**config.mk**
```make
export PLATFORM = sky130hd
export DESIGN_NAME = masked_byte_pattern_scan
export DESIGN_NICKNAME = d
export VERILOG_FILES = /design/src/design/mbps_pkg.sv /design/src/design/mbps_cfg.sv /design/src/design/mbps_scan.sv /design/src/design/masked_byte_pattern_scan.sv
export VERILOG_INCLUDE_DIRS = /design/src /design/src/design
export SDC_FILE = /design/constraint.sdc
export NUM_CORES = 1
export LEC_CHECK = 0
export ABC_AREA = 0
export BUFFER_PORTS_ARGS = -buffer_cell sky130_fd_sc_hd__clkbuf_2
export CORE_ASPECT_RATIO = 1.1
export CORE_MARGIN = 5
export CORE_UTILIZATION = 30
export DETAILED_ROUTE_END_ITERATION = 8
export GPL_TIMING_DRIVEN = 1
export PLACE_DENSITY = 0.53
export SETUP_SLACK_MARGIN = 0.2
export SKIP_LAST_GASP = 1
export SLEW_MARGIN = 5
export SYNTH_ARGS = -nofsm -noshare
export SYNTH_HDL_FRONTEND = slang
export SYNTH_SLANG_ARGS = --single-unit
```
**constraint.sdc**
```tcl
create_clock -name clk -period 10.1 [get_ports clk]
set_clock_uncertainty 0.1 [all_clocks]
set_input_delay 0.505 -clock clk [delete_from_list [all_inputs] [get_ports clk]]
set_output_delay 0.505 -clock clk [all_outputs]
set_load 0.02 [all_outputs]
```
**src/design/masked_byte_pattern_scan_defines.svh**
```systemverilog
// Assertion macros for the masked byte pattern scan.
`ifndef MASKED_BYTE_PATTERN_SCAN_DEFINES_SVH
`define MASKED_BYTE_PATTERN_SCAN_DEFINES_SVH

// Same-cycle implication, held off while in reset.
`define MBPS_ASSERT_NOW(label, clk, rst_n, ante, cons, msg) \
    label: assert property (@(posedge clk) disable iff (!rst_n) (ante) |-> (cons)) \
        else $error(msg);

// Next-cycle implication, held off while in reset.
`define MBPS_ASSERT_NEXT(label, clk, rst_n, ante, cons, msg) \
    label: assert property (@(posedge clk) disable iff (!rst_n) (ante) |=> (cons)) \
        else $error(msg);

`endif

```
**src/design/mbps_pkg.sv**
```systemverilog
package mbps_pkg;

    // Default sizing
    localparam int MAX_PATTERN_DEF = 16;
    localparam int OFFSET_BITS_DEF = 32;

    // Configuration port sizing
    localparam int PADDR_W    = 6;
    localparam int PDATA_W    = 64;
    localparam int REG_IDX_LO = 3;
    localparam int REG_IDX_W  = 3;

    // Register reset values
    localparam logic [4:0] LENGTH_RESET = 5'd1;

    typedef enum logic [REG_IDX_W-1:0] {
        REG_PATTERN_LOW  = 3'd0,
        REG_PATTERN_HIGH = 3'd1,
        REG_WILDCARD     = 3'd2,
        REG_LENGTH       = 3'd3,
        REG_BASE_ADDRESS = 3'd4
    } reg_index_t;

    typedef struct packed {
        logic [63:0] pattern_bytes_low;
        logic [63:0] pattern_bytes_high;
        logic [15:0] wildcard_mask;
        logic [4:0]  pattern_length;
        logic [63:0] base_address;
    } cfg_t;

    typedef struct packed {
        logic        emit;
        logic        found;
        logic [63:0] address;
    } result_t;

endpackage

```
**src/design/mbps_cfg.sv**
```systemverilog
module mbps_cfg
(
    input  logic                         clk,
    input  logic                         rst_n,
    input  logic                         psel,
    input  logic                         penable,
    input  logic                         pwrite,
    input  logic [mbps_pkg::PADDR_W-1:0] paddr,
    input  logic [mbps_pkg::PDATA_W-1:0] pwdata,
    output logic [mbps_pkg::PDATA_W-1:0] prdata,
    output logic                         pready,
    output mbps_pkg::cfg_t               cfg
);

    mbps_pkg::cfg_t         cfg_reg;
    mbps_pkg::cfg_t         cfg_next;
    mbps_pkg::reg_index_t   reg_index;
    logic                   write_en;

    assign pready    = 1'b1;
    assign write_en  = psel && penable && pwrite;
    assign reg_index = mbps_pkg::reg_index_t'(
        paddr[mbps_pkg::REG_IDX_LO +: mbps_pkg::REG_IDX_W]);
    assign cfg       = cfg_reg;

    // Decode the write request; drop unknown indexes
    always_comb
    begin
        cfg_next = cfg_reg;
        if (write_en)
        begin
            unique case (reg_index)
                mbps_pkg::REG_PATTERN_LOW:  cfg_next.pattern_bytes_low  = pwdata;
                mbps_pkg::REG_PATTERN_HIGH: cfg_next.pattern_bytes_high = pwdata;
                mbps_pkg::REG_WILDCARD:     cfg_next.wildcard_mask      = pwdata[15:0];
                mbps_pkg::REG_LENGTH:       cfg_next.pattern_length     = pwdata[4:0];
                mbps_pkg::REG_BASE_ADDRESS: cfg_next.base_address       = pwdata;
                default:                    cfg_next = cfg_reg;
            endcase
        end
    end

    // Read back the addressed register
    always_comb
    begin
        unique case (reg_index)
            mbps_pkg::REG_PATTERN_LOW:  prdata = cfg_reg.pattern_bytes_low;
            mbps_pkg::REG_PATTERN_HIGH: prdata = cfg_reg.pattern_bytes_high;
            mbps_pkg::REG_WILDCARD:     prdata = {48'd0, cfg_reg.wildcard_mask};
            mbps_pkg::REG_LENGTH:       prdata = {59'd0, cfg_reg.pattern_length};
            mbps_pkg::REG_BASE_ADDRESS: prdata = cfg_reg.base_address;
            default:                    prdata = '0;
        endcase
    end

    always_ff @(posedge clk or negedge rst_n)
    begin
        if (!rst_n)
        begin
            cfg_reg.pattern_bytes_low  <= '0;
            cfg_reg.pattern_bytes_high <= '0;
            cfg_reg.wildcard_mask      <= '0;
            cfg_reg.pattern_length     <= mbps_pkg::LENGTH_RESET;
            cfg_reg.base_address       <= '0;
        end
        else
        begin
            cfg_reg <= cfg_next;
        end
    end

endmodule

```
**src/design/mbps_scan.sv**
```systemverilog
module mbps_scan
#(
    parameter int MAX_PATTERN = mbps_pkg::MAX_PATTERN_DEF,
    parameter int OFFSET_BITS = mbps_pkg::OFFSET_BITS_DEF
)
(
    input  logic              clk,
    input  logic              rst_n,
    input  logic              advance,
    input  logic [7:0]        image_byte,
    input  logic              last_byte,
    input  mbps_pkg::cfg_t    cfg,
    output mbps_pkg::result_t result
);

    localparam int LEN_W = $clog2(MAX_PATTERN + 1);
    localparam int PAT_W = 8 * MAX_PATTERN;

    // Older bytes of the window; the newest byte is the request itself
    logic [7:0]             window_reg [MAX_PATTERN-1];
    logic [7:0]             full_win   [MAX_PATTERN];

    // Pattern realigned to window slots from the live registers
    logic [PAT_W-1:0]       aligned;
    logic [MAX_PATTERN-1:0] care_mask;
    logic [LEN_W-1:0]       len_used;

    logic [OFFSET_BITS-1:0] count_reg;
    logic [OFFSET_BITS-1:0] count_next;
    logic                   done_reg;
    logic                   done_next;

    logic [127:0]           pat_all;
    logic [PAT_W-1:0]       pat_rev;
    logic [MAX_PATTERN-1:0] wild_rev;
    logic [MAX_PATTERN-1:0] wild_al;
    logic [LEN_W-1:0]       shift_amt;
    logic [MAX_PATTERN-1:0] slot_ok;
    logic [OFFSET_BITS-1:0] count_inc;
    logic [OFFSET_BITS-1:0] len_ext;
    logic [OFFSET_BITS-1:0] offset;
    logic                   enough;
    logic                   hit;

    // Clamp the length and realign pattern and wildcards to window slots:
    // slot k pairs with pattern byte len-1-k
    always_comb
    begin
        if (cfg.pattern_length == 5'd0)
            len_used = LEN_W'(1);
        else if (cfg.pattern_length > 5'(MAX_PATTERN))
            len_used = LEN_W'(MAX_PATTERN);
        else
            len_used = LEN_W'(cfg.pattern_length);

        pat_all = {cfg.pattern_bytes_high, cfg.pattern_bytes_low};
        for (int j = 0; j < MAX_PATTERN; j++)
        begin
            pat_rev[8*j +: 8] = pat_all[8*(MAX_PATTERN-1-j) +: 8];
            wild_rev[j]       = cfg.wildcard_mask[MAX_PATTERN-1-j];
        end

        shift_amt = LEN_W'(MAX_PATTERN) - len_used;
        aligned   = pat_rev >> {shift_amt, 3'b000};
        wild_al   = wild_rev >> shift_amt;
        for (int k = 0; k < MAX_PATTERN; k++)
            care_mask[k] = (LEN_W'(k) < len_used) && !wild_al[k];
    end

    // Compare the full window against the aligned pattern
    always_comb
    begin
        full_win[0] = image_byte;
        for (int k = 1; k < MAX_PATTERN; k++)
            full_win[k] = window_reg[k-1];
        for (int k = 0; k < MAX_PATTERN; k++)
            slot_ok[k] = !care_mask[k] || (full_win[k] == aligned[8*k +: 8]);
    end

    // Count the byte, saturating, and form the match offset
    always_comb
    begin
        count_inc = (&count_reg) ? count_reg : count_reg + OFFSET_BITS'(1);
        len_ext   = OFFSET_BITS'(len_used);
        enough    = count_inc >= len_ext;
        offset    = count_inc - len_ext;
        hit       = !done_reg && enough && (&slot_ok);

        result.emit    = hit || (last_byte && !done_reg);
        result.found   = hit;
        result.address = hit ? cfg.base_address + 64'(offset) : 64'd0;

        // Clear the scan after its last byte
        if (last_byte)
        begin
            count_next = '0;
            done_next  = 1'b0;
        end
        else
        begin
            count_next = count_inc;
            done_next  = done_reg || hit;
        end
    end

    always_ff @(posedge clk or negedge rst_n)
    begin
        if (!rst_n)
        begin
            count_reg <= '0;
            done_reg  <= 1'b0;
        end
        else if (advance)
        begin
            count_reg <= count_next;
            done_reg  <= done_next;
        end
    end

    // Shift the window on each completed request
    always_ff @(posedge clk)
    begin
        if (advance)
        begin
            window_reg[0] <= image_byte;
            for (int k = 1; k < MAX_PATTERN - 1; k++)
                window_reg[k] <= window_reg[k-1];
        end
    end

endmodule

```
**src/design/masked_byte_pattern_scan.sv**
```systemverilog
// An accepted request waits in the input register until the result register is free.
// Throughput: one image byte per cycle unless a stalled result holds it; the
// window compare and address add share a single stage between the two registers.
// A byte that ends a scan without a new match and without a miss gives no result.
// Reset clears the scan count, match flag and valid bits, and sets the
// registers to pattern length 1 with all other fields zero.
`include "masked_byte_pattern_scan_defines.svh"

module masked_byte_pattern_scan
#(
    parameter int MAX_PATTERN = mbps_pkg::MAX_PATTERN_DEF,
    parameter int OFFSET_BITS = mbps_pkg::OFFSET_BITS_DEF
)
(
    input  logic                         clk,
    input  logic                         rst_n,

    input  logic                         psel,
    input  logic                         penable,
    input  logic                         pwrite,
    input  logic [mbps_pkg::PADDR_W-1:0] paddr,
    input  logic [mbps_pkg::PDATA_W-1:0] pwdata,
    output logic [mbps_pkg::PDATA_W-1:0] prdata,
    output logic                         pready,

    input  logic                         image_valid,
    output logic                         image_stall,
    input  logic [7:0]                   image_byte,
    input  logic                         last_byte,

    output logic                         result_valid,
    input  logic                         result_stall,
    output logic                         found,
    output logic [63:0]                  match_address
);

    mbps_pkg::cfg_t    cfg;
    mbps_pkg::result_t scan_res;

    logic        in_valid_reg;
    logic        in_valid_next;
    logic [7:0]  in_byte_reg;
    logic        in_last_reg;

    logic        out_valid_reg;
    logic        out_valid_next;
    logic        found_reg;
    logic [63:0] address_reg;

    logic        accept;
    logic        out_free;
    logic        advance;

    mbps_cfg u_cfg
    (
        .clk     (clk),
        .rst_n   (rst_n),
        .psel    (psel),
        .penable (penable),
        .pwrite  (pwrite),
        .paddr   (paddr),
        .pwdata  (pwdata),
        .prdata  (prdata),
        .pready  (pready),
        .cfg     (cfg)
    );

    mbps_scan
    #(
        .MAX_PATTERN (MAX_PATTERN),
        .OFFSET_BITS (OFFSET_BITS)
    )
    u_scan
    (
        .clk        (clk),
        .rst_n      (rst_n),
        .advance    (advance),
        .image_byte (in_byte_reg),
        .last_byte  (in_last_reg),
        .cfg        (cfg),
        .result     (scan_res)
    );

    // Handshake: the input stage moves on whenever the result slot frees up
    assign out_free    = !out_valid_reg || !result_stall;
    assign advance     = in_valid_reg && out_free;
    assign image_stall = in_valid_reg && !out_free;
    assign accept      = image_valid && !image_stall;

    assign result_valid  = out_valid_reg;
    assign found         = found_reg;
    assign match_address = address_reg;

    always_comb
    begin
        if (accept)
            in_valid_next = 1'b1;
        else if (advance)
            in_valid_next = 1'b0;
        else
            in_valid_next = in_valid_reg;

        if (out_free)
            out_valid_next = advance && scan_res.emit;
        else
            out_valid_next = out_valid_reg;
    end

    always_ff @(posedge clk or negedge rst_n)
    begin
        if (!rst_n)
        begin
            in_valid_reg  <= 1'b0;
            out_valid_reg <= 1'b0;
        end
        else
        begin
            in_valid_reg  <= in_valid_next;
            out_valid_reg <= out_valid_next;
        end
    end

    // Capture the input request
    always_ff @(posedge clk)
    begin
        if (accept)
        begin
            in_byte_reg <= image_byte;
            in_last_reg <= last_byte;
        end
    end

    // Load the result register
    always_ff @(posedge clk)
    begin
        if (advance && scan_res.emit)
        begin
            found_reg   <= scan_res.found;
            address_reg <= scan_res.address;
        end
    end

    `MBPS_ASSERT_NEXT(a_result_loaded, clk, rst_n, advance && scan_res.emit,
        out_valid_reg && (found_reg == $past(scan_res.found)),
        "emitted result not loaded into result register")

    `MBPS_ASSERT_NEXT(a_input_held, clk, rst_n, in_valid_reg && !advance,
        in_valid_reg && $stable(in_byte_reg) && $stable(in_last_reg),
        "pending input request lost while result slot busy")

    `MBPS_ASSERT_NOW(a_miss_zero_address, clk, rst_n, out_valid_reg && !found_reg,
        address_reg == 64'd0,
        "not-found result carries a nonzero address")

endmodule

```
# Word-level counts from Yosys, hierarchy flattened

Memory sizes are Yosys's and may differ from the RTL's.
Cells that the tools add are included.

Flip-flop bits (word level): 322
Latch bits: 0
Memory bits (writable): 120
Bits in read-only memories: 0
Bits of input ports: 86
Output and inout port bits: 132
Word-level logic and storage cells: 159
Memories: 1

Memory list:

| memory            | words | width | rd ports | clocked after memory_dff | write ports | RTL line        | text |
|---|---|---|---|---|---|---|---|
| u_scan.window_reg | 15    | 8     | 15       | 0                        | 15          | mbps_scan.sv:20 | `logic [7:0] window_reg [MAX_PATTERN-1];` |

Add/sub/neg operators: 4
Multiply operators: 0
Divide/modulo/power cells: 0
$lt $le $gt $ge: 18
Equality and inequality tests: 20
Shift operators: 2
Multiplexer cells: 10
Bitwise operators: 0
Reduce and logical (&&, ||, !) cells: 91

Operators with widths:

| kind                                                      | count |
|---|---|
| one-hot mux 64 bit (5 select lines)                       | 1 |
| == test 8 bit                                             | 16 |
| right shift 128 x 8 -> 128 bit                            | 1 |
| adder 64 x 32 -> 64 bit                                   | 1 |
| two-way mux 32 bit                                        | 2 |
| less-than comparator 4 x 5 -> 1 bit, first input constant | 8 |
| logical NOT 1 bit                                         | 37 |
| adder 32 x 1 -> 32 bit, second input constant             | 1 |
| greater-or-equal comparator 32 x 5 -> 1 bit               | 1 |
| AND reduction 32 bit                                      | 1 |
| subtractor 32 x 5 -> 32 bit                               | 1 |
| logical AND 1 bit                                         | 25 |
| less-than comparator 3 x 5 -> 1 bit, first input constant | 4 |
| logical OR 1 bit                                          | 19 |
| AND reduction 16 bit                                      | 1 |
| right shift 16 x 5 -> 16 bit                              | 1 |
| less-than comparator 1 x 5 -> 1 bit, first input constant | 2 |
| less-than comparator 2 x 5 -> 1 bit, first input constant | 2 |
| two-way mux 5 bit                                         | 2 |
| AND reduction 2 bit                                       | 5 |
| == test 3 x 2 -> 1 bit, second input constant             | 2 |
| greater-than comparator 5 bit, second input constant      | 1 |
| logical NOT 5 bit                                         | 1 |
| two-way mux 1 bit                                         | 5 |
| 5 further kinds                                           | 5 |

# Longest topological paths before layout

Depth in word-level cells: 13
Mapped depth: 32
Depth with buffers taken out: 28

# Modules after synthesis

From an unflattened synthesis, not the netlist that was laid out.

Cell total of the unflattened synthesis: 2947
Area, all modules: 30379.1 µm²

By module, submodules not included:

| module                   | times used | cells an instance | area an instance (µm²) | sequential area each (µm²) |
|---|---|---|---|---|
| mbps_scan                | 1          | 2112              | 18193.7                | 4429.2 |
| mbps_cfg                 | 1          | 750               | 9864.5                 | 5331.4 |
| masked_byte_pattern_scan | 1          | 85                | 2321.0                 | 2272.2 |

# Least setup slack after synthesis

No wires, ideal clock.

Path type: flip-flop to flip-flop
Start point: register u_cfg.cfg_reg, in the netlist u_cfg.cfg[65]
End point: register found_reg, in the netlist found, enable pin
Setup time: 0.428 ns
Arrival time: 7.267 ns
Required time: 9.572 ns
Path slack: 2.305 ns
Cell stages (with the launch flop): 25
Buffers on the path: 11
Period minus slack after synthesis: 7.795 ns
Path through: dfrtp_1 > or4_1 > buf_2 > nand2_2 > inv_2 > buf_2 > buf_2 > buf_2 > buf_2 > ha_1 > buf_2 > clkbuf_1 > clkbuf_1 > clkbuf_1 > clkbuf_1 > mux4_2 > a22oi_1 > o211ai_1 > xor2_1 > nor4_1 > nand4_1 > a2111o_1 > nor4_4 > clkbuf_1 > o21a_1

Word-level cells in the longest chain between the ends: 13
Elaborated cells between the ends (all ways): 109
Classes of those cells: add/sub (1); order compare (18); eq/ne (16); shift (2); mux (2); reduce/logical (70)

RTL lines:

| item                                                                     | RTL line                        | text |
|---|---|---|
| from (decl)                                                              | mbps_cfg.sv:15                  | `mbps_pkg::cfg_t cfg_reg;` |
| from (signal assigned)                                                   | mbps_cfg.sv:68                  | `cfg_reg <= cfg_next;` |
| greater-than comparator 5 bit                                            | mbps_scan.sv:51                 | `else if (cfg.pattern_length > 5'(MAX_PATTERN))` |
| two-way mux 5 bit                                                        | mbps_scan.sv:51                 |  |
| two-way mux 5 bit *                                                      | mbps_scan.sv:49                 | `if (cfg.pattern_length == 5'd0)` |
| parallel branches: the longest is 7 deep, another holds subtractor 5 bit | n/a                             |  |
| logical AND 1 bit *                                                      | mbps_scan.sv:87                 | `hit = !done_reg && enough && (&slot_ok);` |
| logical OR 1 bit *                                                       | mbps_scan.sv:89                 | `result.emit = hit \|\| (last_byte && !done_reg);` |
| logical AND 1 bit *                                                      | masked_byte_pattern_scan.sv:136 | `if (advance && scan_res.emit)` |
| to (signal assigned)                                                     | masked_byte_pattern_scan.sv:138 | `found_reg <= scan_res.found;` |
| to (decl)                                                                | masked_byte_pattern_scan.sv:47  | `logic found_reg;` |

Every way passes the cells marked *.
A chain may end at the register's enable or synchronous reset.

# Final worst setup path

Start point: register u_scan.count_reg[6]
End point: register address_reg[60], in the netlist match_address[60], data pin

Word-level cells in the longest chain between the ends: 5
Elaborated cells between the ends (all ways): 8
Classes of those cells: add/sub (3); order compare (1); mux (1); reduce/logical (3)

RTL lines:

| item                                                                            | RTL line                        | text |
|---|---|---|
| from (decl)                                                                     | mbps_scan.sv:28                 | `logic [OFFSET_BITS-1:0] count_reg;` |
| from (signal assigned)                                                          | mbps_scan.sv:115                | `count_reg <= count_next;` |
| adder 32 x 1 -> 32 bit or AND reduction 32 bit (tied branches)                  | mbps_scan.sv:83                 | `count_inc = (&count_reg) ? count_reg : count_reg + OFFSET_BITS'(1);` |
| two-way mux 32 bit *                                                            | mbps_scan.sv:83                 |  |
| parallel branches: the longest is 3 deep, another holds adder 64 x 32 -> 64 bit | n/a                             |  |
| to (signal assigned)                                                            | masked_byte_pattern_scan.sv:139 | `address_reg <= scan_res.address;` |
| to (decl)                                                                       | masked_byte_pattern_scan.sv:48  | `logic [63:0] address_reg;` |

Marked as above.

==> impl_results.md <==
- Flop pwr share: ~29%
- Drt first-iter violations: 2711
- Data arrival time of the critical path: 8.69 ns
- Via-to-Cell Ratio: ~5.9
- Cell types with the highest counts after synthesis: sky130_fd_sc_hd__dfrtp_1, sky130_fd_sc_hd__nand2_1, sky130_fd_sc_hd__nor2_1, sky130_fd_sc_hd__mux2_2, sky130_fd_sc_hd__edfxtp_1
- Slowest cell on the critical path: sky130_fd_sc_hd__or4_1
- Clock group share of total power: between 20% and 30%
- Most numerous cell on the critical path: sky130_fd_sc_hd__nand4_1
- Cell count after synthesis: between 2000 and 3000
- Measured slew at the worst slew-check pin: 1.17 ns
- Overall track demand over capacity in global routing: between 20% and 30%
- Portion of synthesized cell area occupied by the leading cell type: 20.6%
- Ys async rst share: around 56%
- Flops & latches, synth: around 440
- Relative slew slack: approximately a fifth
- Reported leakage power: 13.4 nW
- Worst voltage drop across the vdd grid: roughly 0.00015 V
- Buffer levels on the longest clock path: 3
- Total wirelength of the detailed-routed design: about 130000 um
- Die Y: about 340 um
- Insertion delay of the later-clocked pin in the worst-skew pair: roughly 0.65 ns
- Initial antenna violation count: 6
- Net switching power of the design: ~0.0041 W
- Top post-synthesis cells by area: sky130_fd_sc_hd__dfrtp_1, sky130_fd_sc_hd__edfxtp_1, sky130_fd_sc_hd__mux2_2
- Final worst path period share: about 82%
- Number of iterations in the first detailed-routing pass: 7
- Sequential area share after synthesis: about 40%
- Switching share of power: between 40% and 50%
- Avg WL per Cell: ~28 um
- Die ar.: around 110000 um2
- Placed wire-length estimate after detailed placement: around 94000 um
- Horizontal die dimension: 311 um
- Number of ports placed on the die boundary: around 220
- Number of rows in the core area: about 120
- Critical Path Fanout Max: 23
- Number of enable-type register cells in the synthesized netlist: around 190
- Finished Core Util: 34.7%
- Global-route wire length before repair: between 150000 and 200000 um
- Post-DRT Antenna Nets: 0
- # H-tree levels: 2
- Number of remaining DRC errors: 0
- Dominant cell by count in the synthesized netlist: sky130_fd_sc_hd__dfrtp_1
- Largest stage delay, worst path: 0.67 ns
- Clock tree from TritonCTS: yes
- Starting Density: just over 30%
- Area of all placed cells without fillers: roughly 34000 um2
- Largest register FFs: 213
- FF/Latch Area: approximately 12000 um2
- Placeable core area: about 99000 um2
- Register clock-pin slew on the reported worst setup and hold paths: 0.06 ns
- Setup-failing EPs final: 0
- Clock buffer count from CTS: 52
- Worst setup EP type: flip-flop
- Pin count of the biggest net entering global routing: 150
- Total via count after detailed routing: approximately 26000
- CP Class: reg -> reg
- Area added between synthesis and finish: 14.8%
- Result of the run: completed
- Leading register cell type out of synthesis: sky130_fd_sc_hd__dfrtp_1
- Per-instance average area after synthesis: slightly above 10 um2
- Quantity of gates resized following cts: 0
- Power per standard cell area: around 260 nW/um2
- Final critical path time including I/O delays and setup: a little over 8 ns
- Layout Nets: roughly 3200
- Path class of the lowest-slack min-delay path: in -> reg
- Number of filler cells placed in the layout: 10000
- Synthesis warning total: 0
- Category of the worst setup path launch point: flip-flop
- RSZ-0062 raised after global routing: false
- Top achievable clock speed: between 100 and 150 MHz
- Hold Vio Cnt, Final: 0
- Post-Syn Area: 30000 um2
- Layout cells sized above 1: a little under a quarter
- Via count of the first global-routing pass: about 25000
- Final count of pins violating max slew: 0
- Cell-internal power: 0.00502 W
- Number of clock sinks seen by CTS: ~440
- Placed cell areas: 32500 um2
- Number of library cell types mapped by synthesis: 88
- Net count after synthesis: ~3100
- Max-capacitance violation count: 0
- Multi-input combinational cell area: about 17000 um2
- Worst Path Required: approximately 11 ns
- Relative contribution of combinational cells to total power: roughly half
- Number of buffers inserted by port buffering: between 200 and 250
- Buffer type at the clock tree root: sky130_fd_sc_hd__clkbuf_16
- Top cell type by total area after synthesis: sky130_fd_sc_hd__dfrtp_1
- Overflow left after global routing: 0
- TNS Setup: 0 ns
- Final weighted congestion in routability-driven placement: about 1
-- critical path: cells and delay by family, from the launching register on --
family	cells	cell delay [ns]
AND/OR/NAND/NOR	10	3.75
flip-flops	1	0.43
buffers and inverters	2	0.28
AO/OA/AOI/OAI	8	2.08
adder cells (fa/ha/maj)	3	0.98
XOR/XNOR	2	0.51
-- cells in the final DEF (no fill, tap or decap), types with 39 or more instances in the layout --
cell type,n
sky130_fd_sc_hd__nand3_1,72
sky130_fd_sc_hd__xor2_1,56
sky130_fd_sc_hd__ha_1,39
sky130_fd_sc_hd__clkbuf_16,56
sky130_fd_sc_hd__inv_1,62
sky130_fd_sc_hd__mux4_2,93
sky130_fd_sc_hd__mux2i_1,95
sky130_fd_sc_hd__o21ai_0,141
sky130_fd_sc_hd__mux2_2,214
sky130_fd_sc_hd__xnor2_1,97
sky130_fd_sc_hd__edfxtp_1,194
sky130_fd_sc_hd__nand2b_1,39
sky130_fd_sc_hd__or3_1,45
sky130_fd_sc_hd__nor3_1,46
sky130_fd_sc_hd__nor2_1,214
sky130_fd_sc_hd__clkbuf_2,210
sky130_fd_sc_hd__and2_1,45
sky130_fd_sc_hd__nand2_1,227
sky130_fd_sc_hd__dfrtp_1,247
sky130_fd_sc_hd__buf_4,56
sky130_fd_sc_hd__a22oi_1,64
sky130_fd_sc_hd__a21oi_1,162
sky130_fd_sc_hd__a31oi_1,51
-- path summary, 6_finish.rpt --
path / slack [ns] / start / to / depth (start not counted)
worst max-delay path: 1.81 / u_scan.count_reg[6] / match_address[60] / 25
worst min-delay path: 0.02 / pwdata[36] / u_cfg.cfg[185] / 2
worst max register to register: 1.81 / u_scan.count_reg[6] / match_address[60] / 25
worst min register to register: 0.37 / u_scan.window_reg[0][10] / u_scan.window_reg[0][18] / 0
max in group asynchronous: 8.10 / rst_n / u_cfg.cfg[184] / 3
min in group asynchronous: 0.40 / rst_n / in_valid_reg / 2
-- area by class of cell --
type / instances / area share, %
Clock inverter: 20 / 0.621
Timing Repair Buffer: 287 / 4.97
Tap cell: 1291 / 4.69
Sequential cell: 442 / 34.9
Antenna cell: 2 / 0.0145
Inverter: 65 / 0.723
Multi-Input combinational cell: 2239 / 49.4
Clock buffer: 77 / 4.62
-- timing repair --
item,4_1_cts,5_1_grt
buffers inserted,0,0
endpoints found under the hold margin,118,0
hold buffers,16,0
-- power groups by stage --
| stage | registers, W | logic (W) | clock network, W |
|---|---|---|---|
| global placement | 0.00261 | 0.00438 | 0 |
| floorplan | 0.00238 | 0.00306 | 0 |
| finish | 0.00260 | 0.00448 | 0.00201 |
| CTS | 0.00258 | 0.00442 | 0.00204 |
| detailed placement | 0.00262 | 0.00440 | 0 |
| global route | 0.00262 | 0.00477 | 0.00212 |
-- routing by layer --
layer  share of wire (%)  wire length (um)  GRT usage, %
met1                  39             49000          28.2
met2                  48             59800          38.1
met3                 7.0              8690          3.72
met4                 6.0              7480          11.2
met5               0.027                34             0
-- cells by family after synthesis --
family	synth area share [%]
AO/OA/AOI/OAI	16.7
XOR/XNOR	4.53
adder cells (fa/ha/maj)	1.80
buffers and inverters	3.57
flip-flops	40.1
multiplexers	18.2
other	0.0125
AND/OR/NAND/NOR	15.0
-- metrics by stage --
stage / std cells / setup slack [ns] / hold WS, ns / power, W
4_1_cts: 4421 / 1.75 / 0.000232 / 0.00905
6_report: 4423 / 1.81 / 0.0217 / 0.00909
2_1_floorplan: 2947 / 2.31 / 0.109 / 0.00543
3_5_place_dp: 4308 / 1.77 / 0.355 / 0.00701
3_3_place_gp: 4308 / 1.77 / 0.352 / 0.00700
5_1_grt: 4422 / 1.34 / 0.0230 / 0.00950
(Power assumes the default switching activity.)
